--- src/pvte_pkg.sv ---
// Package for the polygon vertex transform engine.
// Holds sizes, opcode and status codes, register indexes, the sequencer state type and a saturating helper.
// No dependencies.
package pvte_pkg;
  localparam int MaxPoints = 64;
  localparam int CoordBits = 16;
  localparam int IdxBits = $clog2(MaxPoints);
  localparam int CntBits = $clog2(MaxPoints + 1);
  localparam int SumBits = CoordBits + IdxBits + 1;

  typedef enum logic [2:0] {
    OP_ADD = 3'd0, OP_CLEAR = 3'd1, OP_TRANSLATE = 3'd2, OP_SCALE = 3'd3,
    OP_ROTATE = 3'd4, OP_MIRROR_MAX = 3'd5, OP_MIRROR_MIN = 3'd6, OP_READ = 3'd7
  } opcode_t;

  typedef enum logic [1:0] {
    ST_OK = 2'd0, ST_FULL = 2'd1, ST_EMPTY = 2'd2, ST_DISABLED = 2'd3
  } status_t;

  localparam logic [2:0] REG_VIEW_WIDTH = 3'd0;
  localparam logic [2:0] REG_VIEW_HEIGHT = 3'd1;
  localparam logic [2:0] REG_SCALE_X = 3'd2;
  localparam logic [2:0] REG_SCALE_Y = 3'd3;
  localparam logic [2:0] REG_DRAWING = 3'd4;

  typedef enum logic [3:0] {
    S_IDLE, S_SCAN_RD, S_SCAN, S_DIV, S_WALK_RD, S_WALK, S_MUL, S_WB, S_RESP, S_READ_RD,
    S_READ_OUT
  } state_t;

  function automatic logic signed [CoordBits-1:0] sat(input logic signed [47:0] v);
    logic signed [47:0] hi;
    logic signed [47:0] lo;
    hi = 48'sd1 <<< (CoordBits - 1);
    hi = hi - 48'sd1;
    lo = -hi - 48'sd1;
    if (v > hi) return hi[CoordBits-1:0];
    if (v < lo) return lo[CoordBits-1:0];
    return v[CoordBits-1:0];
  endfunction
endpackage

--- src/pvte_if.sv ---
// Channel interfaces for the polygon vertex transform engine.
// Depends on pvte_pkg.
interface pvte_cmd_if import pvte_pkg::*; ();
  logic valid;
  logic ready;
  logic [2:0] opcode;
  logic signed [CoordBits-1:0] coord_x;
  logic signed [CoordBits-1:0] coord_y;
  modport source (output valid, opcode, coord_x, coord_y, input ready);
  modport sink (input valid, opcode, coord_x, coord_y, output ready);
endinterface

interface pvte_res_if import pvte_pkg::*; ();
  logic valid;
  logic ready;
  logic signed [CoordBits-1:0] point_x;
  logic signed [CoordBits-1:0] point_y;
  logic point_valid;
  logic last_of_run;
  logic [6:0] point_count;
  logic [1:0] status;
  modport source (output valid, point_x, point_y, point_valid, last_of_run, point_count,
                  status, input ready);
  modport sink (input valid, point_x, point_y, point_valid, last_of_run, point_count,
                status, output ready);
endinterface

interface pvte_cfg_if ();
  logic valid;
  logic ready;
  logic [2:0] index;
  logic [31:0] data;
  modport source (output valid, index, data, input ready);
  modport sink (input valid, index, data, output ready);
endinterface

--- src/polygon_vertex_transform_engine.sv ---
// Polygon vertex transform engine: vertex store and command sequencer.
// Depends on pvte_pkg and the channel interfaces in pvte_if.sv.
//
// Usage. Commands arrive on cmd (opcode, coord_x, coord_y); results leave on
// res; registers are written on cfg (index 0..4, wider data is masked, other
// indexes ignored). Vertices live in two synchronous RAMs of MaxPoints entries
// with a registered read. One command is handled at a time.
// Add and clear answer directly. Translate and scale walk the store vertex by
// vertex (read, multiply, compute, write back). Mirror walks the store once
// for the extreme x then once to rewrite it. Rotate walks once for the sums,
// then runs a restoring divider by the count, both axes at once, then
// rewrites. Read gives one result per vertex.
// Reset clears the count and the registers to their defaults; the stores are
// undefined but never used at or above the count. A stalled receiver holds the
// result register and the sequencer waits; cmd is ready only when idle.
module polygon_vertex_transform_engine
  import pvte_pkg::*;
(
  input logic clk,
  input logic rst,
  pvte_cmd_if.sink cmd,
  pvte_res_if.source res,
  pvte_cfg_if.sink cfg
);
  logic signed [CoordBits-1:0] xmem [MaxPoints];
  logic signed [CoordBits-1:0] ymem [MaxPoints];
  logic signed [CoordBits-1:0] rdx, rdy;
  logic [IdxBits-1:0] raddr, waddr;
  logic we;
  logic signed [CoordBits-1:0] wdx, wdy;

  logic [14:0] view_width, view_height;
  logic [11:0] scale_x, scale_y;
  logic drawing_enabled;

  state_t state, state_next;
  logic [2:0] op;
  logic signed [CoordBits-1:0] ox, oy;
  logic signed [CoordBits-1:0] wx, wy;
  logic [CntBits-1:0] count;
  logic [CntBits-1:0] idx;
  logic signed [SumBits-1:0] sx, sy;
  logic signed [CoordBits-1:0] m, cxr, cyr;
  logic signed [47:0] px, py;
  logic [SumBits-1:0] qx, qy, remx, remy, numx, numy;
  logic [5:0] dcnt;
  logic [1:0] rstatus;
  logic signed [CoordBits-1:0] nx, ny;

  assign cfg.ready = 1'b1;
  always_ff @(posedge clk) begin
    if (rst) begin
      view_width <= 15'd640; view_height <= 15'd480;
      scale_x <= 12'd282; scale_y <= 12'd307; drawing_enabled <= 1'b0;
    end else if (cfg.valid) begin
      case (cfg.index)
        REG_VIEW_WIDTH: view_width <= cfg.data[14:0];
        REG_VIEW_HEIGHT: view_height <= cfg.data[14:0];
        REG_SCALE_X: scale_x <= cfg.data[11:0];
        REG_SCALE_Y: scale_y <= cfg.data[11:0];
        REG_DRAWING: drawing_enabled <= cfg.data[0];
        default: ;
      endcase
    end
  end

  always_ff @(posedge clk) begin
    if (we) begin
      xmem[waddr] <= wdx;
      ymem[waddr] <= wdy;
    end
    rdx <= xmem[raddr];
    rdy <= ymem[raddr];
  end

  assign raddr = idx[IdxBits-1:0];
  assign cmd.ready = (state == S_IDLE);
  wire last = (idx + 1'b1 == count);

  always_comb begin
    state_next = state;
    case (state)
      S_IDLE: if (cmd.valid) begin
        if (cmd.opcode == OP_ADD || cmd.opcode == OP_CLEAR || count == '0)
          state_next = S_RESP;
        else if (cmd.opcode == OP_READ) state_next = S_READ_RD;
        else if (cmd.opcode inside {OP_ROTATE, OP_MIRROR_MAX, OP_MIRROR_MIN})
          state_next = S_SCAN_RD;
        else state_next = S_WALK_RD;
      end
      S_SCAN_RD: state_next = S_SCAN;
      S_SCAN: state_next = last ? (op == OP_ROTATE ? S_DIV : S_WALK_RD) : S_SCAN_RD;
      S_DIV: if (dcnt == 6'(SumBits - 1)) state_next = S_WALK_RD;
      S_WALK_RD: state_next = S_WALK;
      S_WALK: state_next = S_MUL;
      S_MUL: state_next = S_WB;
      S_WB: state_next = last ? S_RESP : S_WALK_RD;
      S_RESP: if (res.valid && res.ready) state_next = S_IDLE;
      S_READ_RD: state_next = S_READ_OUT;
      S_READ_OUT: if (res.valid && res.ready) state_next = last ? S_IDLE : S_READ_RD;
      default: state_next = S_IDLE;
    endcase
  end

  always_comb begin
    logic signed [47:0] tx, ty;
    logic signed [47:0] sxw, syw;
    tx = '0; ty = '0;
    sxw = px >>> 8; syw = py >>> 8;
    if (px < 0 && px[7:0] != '0) sxw = sxw + 48'sd1;
    if (py < 0 && py[7:0] != '0) syw = syw + 48'sd1;
    case (op)
      OP_TRANSLATE: begin tx = 48'(rdx) + 48'(ox); ty = 48'(rdy) + 48'(oy); end
      OP_SCALE: begin
        tx = sxw; ty = syw;
        if (sxw > 48'(view_width) || sxw < 0 || syw > 48'(view_height) || syw < 0) begin
          tx = 48'(view_width); ty = 48'(view_height);
        end
      end
      OP_ROTATE: begin
        tx = 48'(cxr) - (48'(rdy) - 48'(cyr));
        ty = 48'(cyr) + (48'(rdx) - 48'(cxr));
      end
      default: begin tx = 48'sd2 * 48'(m) - 48'(rdx); ty = 48'(rdy); end
    endcase
    nx = sat(tx); ny = sat(ty);
  end

  assign we = (state == S_WB) || (state == S_IDLE && cmd.valid && cmd.opcode == OP_ADD &&
              drawing_enabled && count < CntBits'(MaxPoints));
  assign waddr = (state == S_IDLE) ? count[IdxBits-1:0] : idx[IdxBits-1:0];
  assign wdx = (state == S_IDLE) ? cmd.coord_x : wx;
  assign wdy = (state == S_IDLE) ?
      sat(48'(view_height) - 48'(cmd.coord_y)) : wy;

  always_ff @(posedge clk) begin
    if (rst) begin
      state <= S_IDLE;
      count <= '0;
      res.valid <= 1'b0;
    end else begin
      state <= state_next;
      if (res.valid && res.ready) res.valid <= 1'b0;
      case (state)
        S_IDLE: if (cmd.valid) begin
          op <= cmd.opcode; ox <= cmd.coord_x; oy <= cmd.coord_y;
          idx <= '0; sx <= '0; sy <= '0; rstatus <= ST_OK;
          if (cmd.opcode == OP_ADD) begin
            if (!drawing_enabled) rstatus <= ST_DISABLED;
            else if (count >= CntBits'(MaxPoints)) rstatus <= ST_FULL;
            else count <= count + 1'b1;
          end else if (cmd.opcode == OP_CLEAR) count <= '0;
          else if (count == '0) rstatus <= ST_EMPTY;
        end
        S_SCAN: begin
          if (idx == '0 || (op == OP_MIRROR_MAX && rdx > m) ||
              (op == OP_MIRROR_MIN && rdx < m)) m <= rdx;
          if (last) begin
            idx <= '0;
            numx <= (sx + SumBits'(rdx)) < 0 ? -(sx + SumBits'(rdx)) : (sx + SumBits'(rdx));
            numy <= (sy + SumBits'(rdy)) < 0 ? -(sy + SumBits'(rdy)) : (sy + SumBits'(rdy));
            sx <= sx + SumBits'(rdx); sy <= sy + SumBits'(rdy);
            remx <= '0; remy <= '0; dcnt <= '0;
          end else begin
            sx <= sx + SumBits'(rdx); sy <= sy + SumBits'(rdy);
            idx <= idx + 1'b1;
          end
        end
        S_DIV: begin
          logic [SumBits:0] trx, try_;
          trx = {remx, numx[SumBits-1]};
          try_ = {remy, numy[SumBits-1]};
          numx <= numx << 1; numy <= numy << 1;
          if (trx >= (SumBits+1)'(count)) begin
            remx <= SumBits'(trx - (SumBits+1)'(count)); qx <= {qx[SumBits-2:0], 1'b1};
          end else begin remx <= SumBits'(trx); qx <= {qx[SumBits-2:0], 1'b0}; end
          if (try_ >= (SumBits+1)'(count)) begin
            remy <= SumBits'(try_ - (SumBits+1)'(count)); qy <= {qy[SumBits-2:0], 1'b1};
          end else begin remy <= SumBits'(try_); qy <= {qy[SumBits-2:0], 1'b0}; end
          dcnt <= dcnt + 1'b1;
          if (dcnt == 6'(SumBits - 1)) begin
            cxr <= CoordBits'(sx[SumBits-1] ? -$signed({qx[SumBits-2:0], trx >= (SumBits+1)'(count)})
                                             : $signed({qx[SumBits-2:0], trx >= (SumBits+1)'(count)}));
            cyr <= CoordBits'(sy[SumBits-1] ? -$signed({qy[SumBits-2:0], try_ >= (SumBits+1)'(count)})
                                             : $signed({qy[SumBits-2:0], try_ >= (SumBits+1)'(count)}));
          end
        end
        S_WALK: begin
          px <= 48'(rdx) * $signed({1'b0, scale_x});
          py <= 48'(rdy) * $signed({1'b0, scale_y});
        end
        S_MUL: begin wx <= nx; wy <= ny; end
        S_WB: begin
          if (!last) idx <= idx + 1'b1;
        end
        default: ;
      endcase
      if (state == S_RESP && !res.valid && !(res.valid && res.ready)) begin
        res.valid <= 1'b1; res.point_x <= '0; res.point_y <= '0;
        res.point_valid <= 1'b0; res.last_of_run <= 1'b1;
        res.point_count <= 7'(count); res.status <= rstatus;
      end
      if (state == S_READ_OUT && !res.valid) begin
        res.valid <= 1'b1; res.point_x <= rdx; res.point_y <= rdy;
        res.point_valid <= 1'b1; res.last_of_run <= last;
        res.point_count <= 7'(count); res.status <= ST_OK;
      end
      if (state == S_READ_OUT && res.valid && res.ready && !last) idx <= idx + 1'b1;
    end
  end

  assert property (@(posedge clk) disable iff (rst) count <= CntBits'(MaxPoints))
    else $error("vertex count beyond store depth");
  assert property (@(posedge clk) disable iff (rst) cmd.ready |-> state == S_IDLE)
    else $error("command taken while busy");
  assert property (@(posedge clk) disable iff (rst) res.valid && !res.ready |=> res.valid)
    else $error("result dropped under stall");
  assert property (@(posedge clk) disable iff (rst)
      (state == S_WB) |-> (op != OP_READ && op != OP_ADD && op != OP_CLEAR))
    else $error("write-back for a command without a walk");
endmodule
--- src/flat_wrapper.sv ---
// flat-port wrapper written by rule: the top's interface ports become plain ports
module polygon_vertex_transform_engine_flat import pvte_pkg::*;
  (clk, rst, cmd_valid, cmd_opcode, cmd_coord_x, cmd_coord_y, cmd_ready, res_valid, res_point_x, res_point_y, res_point_valid, res_last_of_run, res_point_count, res_status, res_ready, cfg_valid, cfg_index, cfg_data, cfg_ready);
  pvte_cmd_if cmd_i ();
  pvte_res_if res_i ();
  pvte_cfg_if cfg_i ();
  input logic clk;
  input logic rst;
  input wire logic [$bits(cmd_i.valid)-1:0] cmd_valid;
  input wire logic [$bits(cmd_i.opcode)-1:0] cmd_opcode;
  input wire logic [$bits(cmd_i.coord_x)-1:0] cmd_coord_x;
  input wire logic [$bits(cmd_i.coord_y)-1:0] cmd_coord_y;
  output wire logic [$bits(cmd_i.ready)-1:0] cmd_ready;
  output wire logic [$bits(res_i.valid)-1:0] res_valid;
  output wire logic [$bits(res_i.point_x)-1:0] res_point_x;
  output wire logic [$bits(res_i.point_y)-1:0] res_point_y;
  output wire logic [$bits(res_i.point_valid)-1:0] res_point_valid;
  output wire logic [$bits(res_i.last_of_run)-1:0] res_last_of_run;
  output wire logic [$bits(res_i.point_count)-1:0] res_point_count;
  output wire logic [$bits(res_i.status)-1:0] res_status;
  input wire logic [$bits(res_i.ready)-1:0] res_ready;
  input wire logic [$bits(cfg_i.valid)-1:0] cfg_valid;
  input wire logic [$bits(cfg_i.index)-1:0] cfg_index;
  input wire logic [$bits(cfg_i.data)-1:0] cfg_data;
  output wire logic [$bits(cfg_i.ready)-1:0] cfg_ready;
  assign cmd_i.valid = cmd_valid;
  assign cmd_i.opcode = cmd_opcode;
  assign cmd_i.coord_x = cmd_coord_x;
  assign cmd_i.coord_y = cmd_coord_y;
  assign cmd_ready = cmd_i.ready;
  assign res_valid = res_i.valid;
  assign res_point_x = res_i.point_x;
  assign res_point_y = res_i.point_y;
  assign res_point_valid = res_i.point_valid;
  assign res_last_of_run = res_i.last_of_run;
  assign res_point_count = res_i.point_count;
  assign res_status = res_i.status;
  assign res_i.ready = res_ready;
  assign cfg_i.valid = cfg_valid;
  assign cfg_i.index = cfg_index;
  assign cfg_i.data = cfg_data;
  assign cfg_ready = cfg_i.ready;
  polygon_vertex_transform_engine u_core (.clk(clk), .rst(rst), .cmd(cmd_i), .res(res_i), .cfg(cfg_i));
endmodule
--- config.mk ---
export PLATFORM = sky130hd
export DESIGN_NAME = polygon_vertex_transform_engine_flat
export DESIGN_NICKNAME = d
export VERILOG_FILES = /design/src/pvte_pkg.sv /design/src/pvte_if.sv /design/src/polygon_vertex_transform_engine.sv /design/src/flat_wrapper.sv
export SDC_FILE = /design/constraint.sdc
export NUM_CORES = 2
export LEC_CHECK = 0
export BUFFER_PORTS_ARGS = -buffer_cell sky130_fd_sc_hd__buf_2
export CORE_UTILIZATION = 55
export CTS_BUF_LIST = sky130_fd_sc_hd__clkbuf_4 sky130_fd_sc_hd__clkbuf_8 sky130_fd_sc_hd__clkbuf_16
export DETAILED_ROUTE_END_ITERATION = 6
export PLACE_DENSITY = 0.71
export SKIP_CTS_REPAIR_TIMING = 1
export SYNTH_ARGS = -nofsm -noshare
export SYNTH_HDL_FRONTEND = slang
export SYNTH_SLANG_ARGS = --single-unit
export TNS_END_PERCENT = 30
--- constraint.sdc ---
create_clock -name clk -period 7 [get_ports clk]
set_input_delay 0.35 -clock clk [delete_from_list [all_inputs] [get_ports clk]]
set_output_delay 0.35 -clock clk [all_outputs]
set_load 0.02 [all_outputs]
==> flow_metrics.py <==
metrics = {
    "synth": {
        "ys_seq_area_frac": 0.614,
        "ys_seq_elements": 2546,
        "ys.flop_type": "edfxtp_1",
        "synth_area_um2": 123000,
        "syn_nets": 8627,
        "ys_async_sr_fraction": 0,
        "yosysTopAreaCell": "edfxtp_1",
        "synth_edf_count": 2447,
        "yosysTopAreaCellShare": 0.598,
        "ys_types": 100,
        "netlist_top_cells_area": "edfxtp_1 60%, mux4_2 11%, fa_1 6.4%, ha_1 3.6%, inv_1 2.0%",
        "synth_most_common_cell": "edfxtp_1",
        "ys_top_cells_by_count": "2,447 x edfxtp_1, 639 x inv_1, 626 x mux4_2, 510 x nand2_1, 407 x nor2_1",
        "synthCells": 7805,
        "avgSynthCellArea_um2": 15.8,
        "yosysWarnings": 0,
    },
    "critical_path": {
        "critPathArrivalTime_ps": 7160,
        "critPathTopFamily": "adder cells",
        "crit_chain": "nand2_1, fa_1, inv_1, fa_1, fa_1, inv_1, fa_1, fa_1, inv_1, ha_1, or3_1, nor2_1, o2111ai_1, a41oi_1, o21ai_0, o41ai_2, o2111ai_1, a21oi_1, xnor2_1",
        "cp_max_fo": 17,
        "critPathSlowestCell": "dfxtp_1",
        "crit_top_cell": "fa_1",
        "end_kind": "register",
        "slowest_delay_ps": 730,
        "critical_path_class": "register to register",
        "cp_num_buf_inv": 3,
        "critPathLaunchType": "register",
        "crit_required_ps": 7620,
    },
    "timing": {
        "slew_violations": 0,
        "fin_setup_tns_ps": 0,
        "fin_crit_ps": 6540,
        "rsz0062_at_grt": "false",
        "hold_ws_ps": 9.03,
        "setup_viol": 0,
        "relSlewSlack": 0.0794,
        "worstMarginPinSlew_ps": 1380,
        "hold_viol_final": 0,
        "final.period_utilization": 0.935,
        "fmax_mhz": 153,
        "finClkSkew_ps": 90.6,
    },
    "power": {
        "internal_power_w": 0.0366,
        "seqPwrFrac": 0.348,
        "power_switching_w": 0.0203,
        "p_sw_frac": 0.357,
        "comb_power_share": 0.403,
        "vdd_ir_drop_max_uv": 498,
        "powerDensity_nw_per_um2": 413,
        "cellLeakagePower_nw": 48.5,
        "finalPower_w": 0.0569,
        "clock_power_share": 0.248,
    },
    "clock_tree": {
        "clk_pin_slew_worst_paths_ps": 60,
        "clock-root-buffer": "clkbuf_16",
        "htree_levels": 5,
        "numCtsBuffers": 279,
        "insertion_delay_ps": 970,
        "tritoncts": "yes",
        "clk_path_buf_depth": 4,
        "cts_sinks": 2546,
    },
    "die": {
        "initial_core_util": 0.553,
        "dieArea_um2": 225000,
        "core_um2": 222000,
        "ios": 121,
        "dieHeight_um": 475,
        "die_w_um": 475,
        "rows": 173,
    },
    "finish": {
        "syn_to_final_growth_pct": 12.0,
        "fillCellCount": 15800,
        "postLayoutCellArea_um2": 138000,
        "regArea_um2": 75500,
        "drive_above_1_share": 0.184,
        "utilization": 0.619,
        "multi_input_area_um2": 44600,
        "nets": 8953,
    },
    "placement": {
        "port_buffers": 102,
        "globalplace.congestion": 0.950,
        "place_area_um2": 128000,
        "hpwl_um": 212000,
    },
    "drt": {
        "vias": 71300,
        "drtAntennaViolNets": 0,
        "drtIter0Drc": 8043,
        "routed_via_density": 6.31,
        "wl_um": 329000,
        "detail_route.wl_per_cell_um": 29.1,
        "first_pass_iters": 6,
        "route.detailed.drc": 0,
    },
    "job": {
        "max_cap_viol_count": 0,
    },
    "hold_path": {
        "hold_class": "primary input to register",
    },
    "grt": {
        "grt_first_pass_wirelength_um": 480000,
        "grt_usage": 0.296,
        "grt_max_degree": 108,
        "grt_antenna_before_repair": 30,
        "grt_pass1_vias": 71700,
        "grt_overflow_total": 0,
    },
    "status": {
        "status": "finished, final reports clean",
    },
}
power by group through the flow:
stage | clock network (W) | registers [W] | logic, W
final | 0.0141 | 0.0198 | 0.0229
after global routing | 0.0148 | 0.0198 | 0.0256
after CTS | 0.0143 | 0.0198 | 0.0230
after detailed placement | 0 | 0.0201 | 0.0227
after global placement | 0 | 0.0201 | 0.0223
after floorplan | 0 | 0.0201 | 0.0160
state kept, by name, indices dropped and copies added, names as in the netlist, 23 cells and up:
| register | flops |
|---|---|
| u_core.sx | 23 |
| u_core.xmem | 1024 |
| u_core.numy | 23 |
| u_core.sy | 23 |
| u_core.py | 29 |
| u_core.px | 29 |
| u_core.numx | 23 |
| u_core.ymem | 1024 |
| u_core.remx | 23 |
| u_core.remy | 23 |
final cells by class:
| class | instances | area share |
|---|---|---|
| Sequential cell | 2546 | 0.548 |
| Multi-Input combinational cell | 4294 | 0.324 |
| Clock buffer | 350 | 0.0558 |
| Tap cell | 2975 | 0.0270 |
| Timing Repair Buffer | 369 | 0.0202 |
| Inverter | 641 | 0.0175 |
| Clock inverter | 121 | 0.00706 |
| Antenna cell | 16 | 0.000291 |
tightest hold or removal path: cells and delay by family:
family,cells,cell delay [ps]
buffers and inverters,1,140
multiplexers,1,90
AND/OR/NAND/NOR,3,290
path summary, 6_finish.rpt:
check,startpoint,to,slack [ps],cells past startpoint
max reg2reg,u_core.scale_x[1],u_core.px[28],460,19
max,u_core.scale_x[1],u_core.px[28],460,19
min reg2reg,u_core.view_width[6],u_core.view_width[6],460,2
min,cfg_index[1],u_core.drawing_enabled,9,5
cell usage in the layout, fill, tap and decap left out, types with 267 or more instances in the layout:
cell,netlist,final
edfxtp_1,2447,2447
inv_1,639,638
mux4_2,626,626
nand2_1,510,493
fa_1,396,396
ha_1,351,351
nor2_1,407,341
clkbuf_16,0,287
and2_1,271,271
a21oi_1,281,267
metal layers:
metal	vias to the layer above	wire length, um	track usage	share of wire
met5	-	47	0	0.00014
met4	6	17600	0.148	0.053
met3	711	28900	0.0577	0.088
met2	3754	158000	0.474	0.48
met1	36800	124000	0.388	0.38
li1	30100	-	-	-
stage by stage:
stage                     std cells  worst slack [ps]
after floorplan                7805              1050
after global placement        10800               397
after detailed placement      10800               279
after CTS                     11200               181
after global routing          11300              90.6
final                         11300               457
cells by family (layout without fill, tap and decap cells):
logic type                 after synthesis  in the layout  share of synthesized area
AOI/OAI and AO/OA                      925            925                     0.0490
xor gates and xnor gates               313            313                     0.0225
adders and majority gates              747            747                      0.100
buffers and inverters                  965           1481                     0.0300
DFF                                   2546           2546                      0.614
muxes                                  718            718                      0.122
other                                    1             17                  0.0000305
and+or+nand+nor                       1590           1590                     0.0623
(Power assumes the default switching activity.)
